[config.mk]
export PLATFORM = sky130hd
export DESIGN_NAME = cau_front
export DESIGN_NICKNAME = d
export VERILOG_FILES = /design/src/hdl/cau_pkg.sv /design/src/hdl/cau_front.sv
export SDC_FILE = /design/constraint.sdc
export NUM_CORES = 1
export LEC_CHECK = 0
export ABC_AREA = 0
export BUFFER_PORTS_ARGS = -buffer_cell sky130_fd_sc_hd__buf_2
export CORE_MARGIN = 5
export CORE_UTILIZATION = 35
export DETAILED_ROUTE_END_ITERATION = 8
export PLACE_DENSITY = 0.48
export SLEW_MARGIN = 20
export SYNTH_ARGS = -nofsm -noshare
export SYNTH_HDL_FRONTEND = slang
export SYNTH_SLANG_ARGS = --single-unit
[constraint.sdc]
create_clock -name clock -period 13.2 [get_ports clock]
set_clock_uncertainty 0.2 [all_clocks]
set_input_delay 1.32 -clock clock [delete_from_list [all_inputs] [get_ports clock]]
set_output_delay 1.32 -clock clock [all_outputs]
set_load 0.02 [all_outputs]
[src/hdl/cau_pkg.sv]
// ----------------------------------------------------------------------------
// Complex arithmetic unit package
// Item types, opcodes, status codes and saturation helpers shared by the
// front, the back and the step stages.
// ----------------------------------------------------------------------------
package cau_pkg;

   typedef enum logic [2:0] {
      OP_ADD,
      OP_SUB,
      OP_MUL,
      OP_DIV,
      OP_MAG,
      OP_CONJ,
      OP_NEG,
      OP_EQ
   } op_type;

   localparam logic [1:0] STATUS_OK       = 2'd0;
   localparam logic [1:0] STATUS_DIV_ZERO = 2'd1;
   localparam logic [1:0] STATUS_OVERFLOW = 2'd2;

   localparam int unsigned QUEUE_DEPTH = 4;
   localparam int unsigned QPTR_W      = $clog2(QUEUE_DEPTH);
   localparam int unsigned STEPS       = 32;

   typedef enum logic [1:0] {
      KIND_DONE,
      KIND_MUL,
      KIND_DIV,
      KIND_MAG
   } kind_type;

   typedef struct packed {
      op_type             op;
      logic signed [31:0] a_re;
      logic signed [31:0] a_im;
      logic signed [31:0] b_re;
      logic signed [31:0] b_im;
   } req_type;

   typedef struct packed {
      logic signed [31:0] res_re;
      logic signed [31:0] res_im;
      logic               is_equal;
      logic [1:0]         status;
   } rsp_type;

   typedef struct packed {
      kind_type kind;
      req_type  req;
      rsp_type  rsp;
   } entry_type;

   typedef struct packed {
      kind_type kind;
      logic     neg_re;
      logic     neg_im;
      logic     big_re;
      logic     big_im;
      rsp_type  rsp;
   } tag_type;

   typedef struct packed {
      logic [63:0] r_re;
      logic [63:0] r_im;
      logic [31:0] bits_re;
      logic [31:0] bits_im;
      logic [31:0] q_re;
      logic [31:0] q_im;
      logic [63:0] d;
      logic [33:0] rt_rem;
      logic [31:0] rt_q;
      logic [63:0] rt_x;
   } step_type;

   typedef struct packed {
      logic        ovf;
      logic [31:0] val;
   } sat_type;

   function automatic sat_type sat32(input logic neg, input logic [63:0] m);
      sat_type s;
      s.ovf = 1'b0;
      if (!neg) begin
         if (m > 64'h0000_0000_7FFF_FFFF) begin
            s.ovf = 1'b1;
            s.val = 32'h7FFF_FFFF;
         end else begin
            s.val = m[31:0];
         end
      end else begin
         if (m > 64'h0000_0000_8000_0000) begin
            s.ovf = 1'b1;
            s.val = 32'h8000_0000;
         end else begin
            s.val = 32'd0 - m[31:0];
         end
      end
      return s;
   endfunction

   function automatic sat_type sat_s33(input logic signed [32:0] v);
      logic [32:0] m;
      m = v[32] ? 33'(-v) : 33'(v);
      return sat32(v[32], {31'd0, m});
   endfunction

endpackage

[src/hdl/cau_front.sv]
// ----------------------------------------------------------------------------
// Complex arithmetic unit front
// Accepts items, finishes the simple operations at once, marks the rest for
// the back and holds every item in a short queue.
// ----------------------------------------------------------------------------
module cau_front (
   input  logic               clock,
   input  logic               reset,
   input  logic               req_push,
   output logic               req_full,
   input  cau_pkg::req_type   req_data,
   output logic               q_valid,
   output cau_pkg::entry_type q_head,
   input  logic               q_pop
);

   cau_pkg::entry_type            mem_ff [cau_pkg::QUEUE_DEPTH];
   logic [cau_pkg::QPTR_W-1:0]    wr_ptr_ff;
   logic [cau_pkg::QPTR_W-1:0]    wr_ptr_in;
   logic [cau_pkg::QPTR_W-1:0]    rd_ptr_ff;
   logic [cau_pkg::QPTR_W-1:0]    rd_ptr_in;
   logic [cau_pkg::QPTR_W:0]      count_ff;
   logic [cau_pkg::QPTR_W:0]      count_in;
   logic                          wr;

   cau_pkg::entry_type ent;
   logic signed [32:0] v_re;
   logic signed [32:0] v_im;
   cau_pkg::sat_type   s_re;
   cau_pkg::sat_type   s_im;

   always_comb begin
      v_re     = '0;
      v_im     = '0;
      ent.kind = cau_pkg::KIND_DONE;
      ent.req  = req_data;
      ent.rsp  = '0;
      unique case (req_data.op)
         cau_pkg::OP_ADD: begin
            v_re = 33'(req_data.a_re) + 33'(req_data.b_re);
            v_im = 33'(req_data.a_im) + 33'(req_data.b_im);
         end
         cau_pkg::OP_SUB: begin
            v_re = 33'(req_data.a_re) - 33'(req_data.b_re);
            v_im = 33'(req_data.a_im) - 33'(req_data.b_im);
         end
         cau_pkg::OP_MUL:  ent.kind = cau_pkg::KIND_MUL;
         cau_pkg::OP_DIV:  ent.kind = cau_pkg::KIND_DIV;
         cau_pkg::OP_MAG:  ent.kind = cau_pkg::KIND_MAG;
         cau_pkg::OP_CONJ: begin
            v_re = 33'(req_data.a_re);
            v_im = -33'(req_data.a_im);
         end
         cau_pkg::OP_NEG: begin
            v_re = -33'(req_data.a_re);
            v_im = -33'(req_data.a_im);
         end
         cau_pkg::OP_EQ: begin
            ent.rsp.is_equal = (req_data.a_re == req_data.b_re) &&
                               (req_data.a_im == req_data.b_im);
         end
      endcase
      s_re           = cau_pkg::sat_s33(v_re);
      s_im           = cau_pkg::sat_s33(v_im);
      ent.rsp.res_re = s_re.val;
      ent.rsp.res_im = s_im.val;
      ent.rsp.status = (s_re.ovf || s_im.ovf) ? cau_pkg::STATUS_OVERFLOW
                                              : cau_pkg::STATUS_OK;
   end

   assign req_full = (count_ff == (cau_pkg::QPTR_W+1)'(cau_pkg::QUEUE_DEPTH));
   assign q_valid  = (count_ff != '0);
   assign q_head   = mem_ff[rd_ptr_ff];
   assign wr       = req_push && !req_full;

   always_comb begin
      wr_ptr_in = wr_ptr_ff;
      rd_ptr_in = rd_ptr_ff;
      count_in  = count_ff;
      if (wr) begin
         wr_ptr_in = wr_ptr_ff + 1'b1;
      end
      if (q_pop) begin
         rd_ptr_in = rd_ptr_ff + 1'b1;
      end
      if (wr && !q_pop) begin
         count_in = count_ff + 1'b1;
      end else if (!wr && q_pop) begin
         count_in = count_ff - 1'b1;
      end
   end

   always_ff @(posedge clock) begin
      if (reset) begin
         wr_ptr_ff <= '0;
         rd_ptr_ff <= '0;
         count_ff  <= '0;
      end else begin
         wr_ptr_ff <= wr_ptr_in;
         rd_ptr_ff <= rd_ptr_in;
         count_ff  <= count_in;
      end
   end

   always_ff @(posedge clock) begin
      if (wr) begin
         mem_ff[wr_ptr_ff] <= ent;
      end
   end

endmodule

==> results by group <==
Synth
  • Synth async-reset ratio: 0%
  • Post-synthesis sequential element count: 805
  • Post-synthesis instance area: 0.04552 sq mm
  • Post-synthesis sequential area ratio: 52.90%
  • Net count of the mapped netlist: around 4,000
  • Gate count of the mapped netlist: approximately 3,700
  • Synthesized area divided by synthesized cell count: 12.31 sq um
  • Yosys warning count: 0
  • Primary FF master, synth: sky130_fd_sc_hd__edfxtp_1
  • Number of enable-type register cells in the synthesized netlist: 796
  • Number of distinct library cells after synthesis: ~110

Cells and area
  • Share of final-layout standard cells stronger than drive strength 1: between 20 and 25%
  • Most common library cell in the layout ignoring fill and taps: sky130_fd_sc_hd__edfxtp_1
  • Post-route core utilization: between 40% and 50%
  • Most frequent cells in the layout: 796 x sky130_fd_sc_hd__edfxtp_1, 335 x sky130_fd_sc_hd__buf_2, 242 x sky130_fd_sc_hd__a21oi_1, 235 x sky130_fd_sc_hd__nor2_1, 205 x sky130_fd_sc_hd__nand2_1
  • Area added between synthesis and finish: 13.64%
  • Total Nets Final: between 4,000 and 5,000
  • Post-route cell area: 0.05173 sq mm

Detailed routing
  • Iteration-0 DRC count of the detailed router: 2,581
  • Initial DRT Pass Iterations: 5
  • Per-cell routed wire length: 25.40 microns
  • Vias after detailed routing: 33,068
  • Number of nets with antenna violations after detailed routing: 0
  • Total Routed Length: 146,500 microns
  • Post-route DRC: 0
  • Via density per instance: 5.731

Clock tree
  • Source-to-sink clock delay at the later pin of the worst-skew pair: 0.71 ns
  • Clock tree from TritonCTS: done
  • Number of buffers on the longest clock path: 3
  • H-Tree Level Count: 3
  • Buffer cell driving the clock tree root: sky130_fd_sc_hd__clkbuf_16
  • Setup repair bufs after CTS: 0
  • Count of hold-fix buffers inserted at cts: 0
  • Clock slew at the register clock pins of the worst setup and hold paths: ~0.06 ns
  • Num CTS Buffers: 88
  • Gates resized, CTS repair: 0
  • Number of sinks driven by the clock tree: 805

Global routing
  • Total congestion overflow after global routing: 0
  • Global-route wire length before repair: 216,700 microns
  • Number of global-route vias before repair: approximately 33,000
  • Initial antenna violation count: 7
  • Tot GR Track Use: 20.83%
  • Pin count of the biggest net entering global routing: 87

Job
  • Maximum Capacitance Violations: 0

Setup path
  • Capturing element type of the critical path: flip-flop
  • Largest fanout on the critical path: 60
  • Arrival time at the worst endpoint: 8.71 ns
  • Worst stage delay on the critical path: approximately 0.71 ns
  • Slowest-stage cell, CP: sky130_fd_sc_hd__a2bb2oi_1
  • WP data required: 13.42 ns
  • Cell breakdown of the critical path: buf_2 > buf_4 > and3b_1 > a2bb2oi_1 > ha_1 > nand2_1 > nor3_1 > nand4_1 > nor3_1 > and4_1 > nand4_2 > or3_1 > or4_1 > and2_1 > and2_4 > a311oi_1
  • CP Class: in -> reg
  • Cell occurring most often along the worst timing path: sky130_fd_sc_hd__nor3_1
  • Setup crit start kind: input port

Timing
  • Slew Limit Fails: 0
  • Highest clock rate: 117.9 MHz
  • Worst hold slack across all endpoints: between 0.3 and 0.4 ns
  • Unrepaired setup endpoints after global routing: no
  • Hold Fails Final Rpt: 0
  • Part of the cycle the worst path needs: between 60 and 70%
  • Max-slew headroom at the worst pin: 28.24%
  • Post-layout min period: between 8 and 9 ns
  • Number of failing setup endpoints in the final timing report: 0
  • Slew @ Worst Pin: approximately 1.1 ns
  • Final-layout setup total negative slack: 0 ns

Place
  • Placed standard-cell area: approximately 0.05 sq mm
  • PortBufs: ~340
  • Gp weighted congestion: around 0.95
  • Half-perimeter wire length of the detailed placement result: 105,100 microns

Pwr
  • Internal power summed over all cells: 5.206 mW
  • Part of the total power dissipated in the clock network: 31.1%
  • Pwr dens: 148.6 mW/mm^2
  • Power spent charging and discharging nets: 2.481 mW
  • Worst voltage drop across the vdd grid: 0.1422 mV
  • Proportion of power drawn by combinational gates: 26.7%
  • Seq pwr share: a little over two fifths
  • Static leakage: 17.54 nW
  • Sw Share: between 30% and 40%

Floorplan
  • Initial Utilization: 35.20%
  • Die height: 370.7 microns
  • Die area: 0.1374 sq mm
  • DIE WIDTH: between 300 and 400 microns
  • Standard-cell row count: about 130
  • Count of pins on the block boundary: 337
  • Floorplan Core Area: roughly 0.13 sq mm

Min path
  • Type of the worst min-delay path: reg -> reg

Status
  • Status: finished, final reports clean
[synth_stat cells, drive strengths merged, types with 13 or more instances]
library cell	instances	area share [%]
nor3b	14	0.23
nor4	64	1.0
a31oi	53	0.73
o22ai	14	0.22
a2111oi	13	0.28
o31a	18	0.35
o2111ai	16	0.31
nor2b	35	0.48
nand3	92	1.0
o31ai	44	0.73
a21oi	243	2.7
and3	23	0.32
xnor2	103	2.0
ha	141	3.9
nor2	238	2.0
a211oi	50	0.84
buf	69	0.70
a21o	42	0.69
a211o	15	0.29
nand2b	23	0.32
mux2i	28	0.62
nor3	111	1.3
or3	41	0.56
o21a	24	0.40
mux4	199	9.8
a22oi	16	0.26
or2	27	0.37
nand2	205	1.7
or4	20	0.34
edfxtp	796	53
nand3b	14	0.23
o211ai	35	0.59
xor2	51	1.0
o211a	14	0.31
clkbuf	148	1.2
o21ai	183	2.0
and2	30	0.42
inv	154	1.3
nand4	59	0.85
[power groups by stage]
stage / Combinational, mW / Clock (mW) / Sequential, mW
3_5_place_dp: 2.07 / 0 / 3.30
4_1_cts: 2.08 / 2.46 / 3.25
6_report: 2.05 / 2.39 / 3.25
2_1_floorplan: 1.36 / 0 / 3.32
5_1_grt: 2.21 / 2.57 / 3.27
3_3_place_gp: 2.07 / 0 / 3.30
[path summary, 6_finish.rpt]
kind / start / endpoint / slack (ns) / cells after the start
hold / removal: count_ff[2] / count_ff[2] / 0.31 / 2
hold reg to reg: count_ff[2] / count_ff[2] / 0.31 / 2
setup reg to reg: count_ff[0] / mem_ff[0][111] / 9.00 / 5
setup / recovery: req_data[128] / mem_ff[1][38] / 4.72 / 16
[metal layers]
layer	GRT usage, %	up-vias	share of wire (%)
met4	7.126	6	3.5
met5	0	-	0.020
met3	3.919	246	5.8
li1	-	15151	-
met2	35.52	1059	49
met1	26.68	16606	42
[area by class of cell]
class                   instances  area (sq um)
repair buffers                386          2072
clock inverters                55         515.5
clock buffers                 102          2255
well taps                    1742          2180
flip-flops and latches        805         24090
fillers                     12362         77580
inverters                     154         578.1
diodes                          3         7.507
multi-input cells            2523         20040
[cell families (layout without fill, tap and decap cells)]
group	count (synthesis)	after routing	synth area share (%)
xor+xnor	154	154	2.996
other cells	1	4	0.008237
simple gates	1034	1034	11.89
compound gates	950	950	14.19
mux	238	238	10.73
flops	805	805	52.90
fa+ha+maj	146	146	4.095
buf+inv	371	697	3.185
[critical path: cells and delay by family]
family	cells	cell delay [ns]
buf+inv	2	0.68
fa+ha+maj	1	0.42
compound gates	2	1.32
simple gates	11	4.86
[flip-flops by register name, indices dropped and copies added, names as in the netlist, named ones only]
signal and flops:
count_ff 3, mem_ff 796, rd_ptr_ff 2, wr_ptr_ff 2
[through the flow]
step | setup WS [ns] | total power [mW] | cells
2_1_floorplan | 5.430 | 4.678 | 3699
3_3_place_gp | 4.321 | 5.372 | 5610
3_5_place_dp | 4.105 | 5.371 | 5610
4_1_cts | 4.873 | 7.791 | 5767
5_1_grt | 4.308 | 8.049 | 5767
6_report | 4.717 | 7.687 | 5770
(Power assumes the default switching activity.)
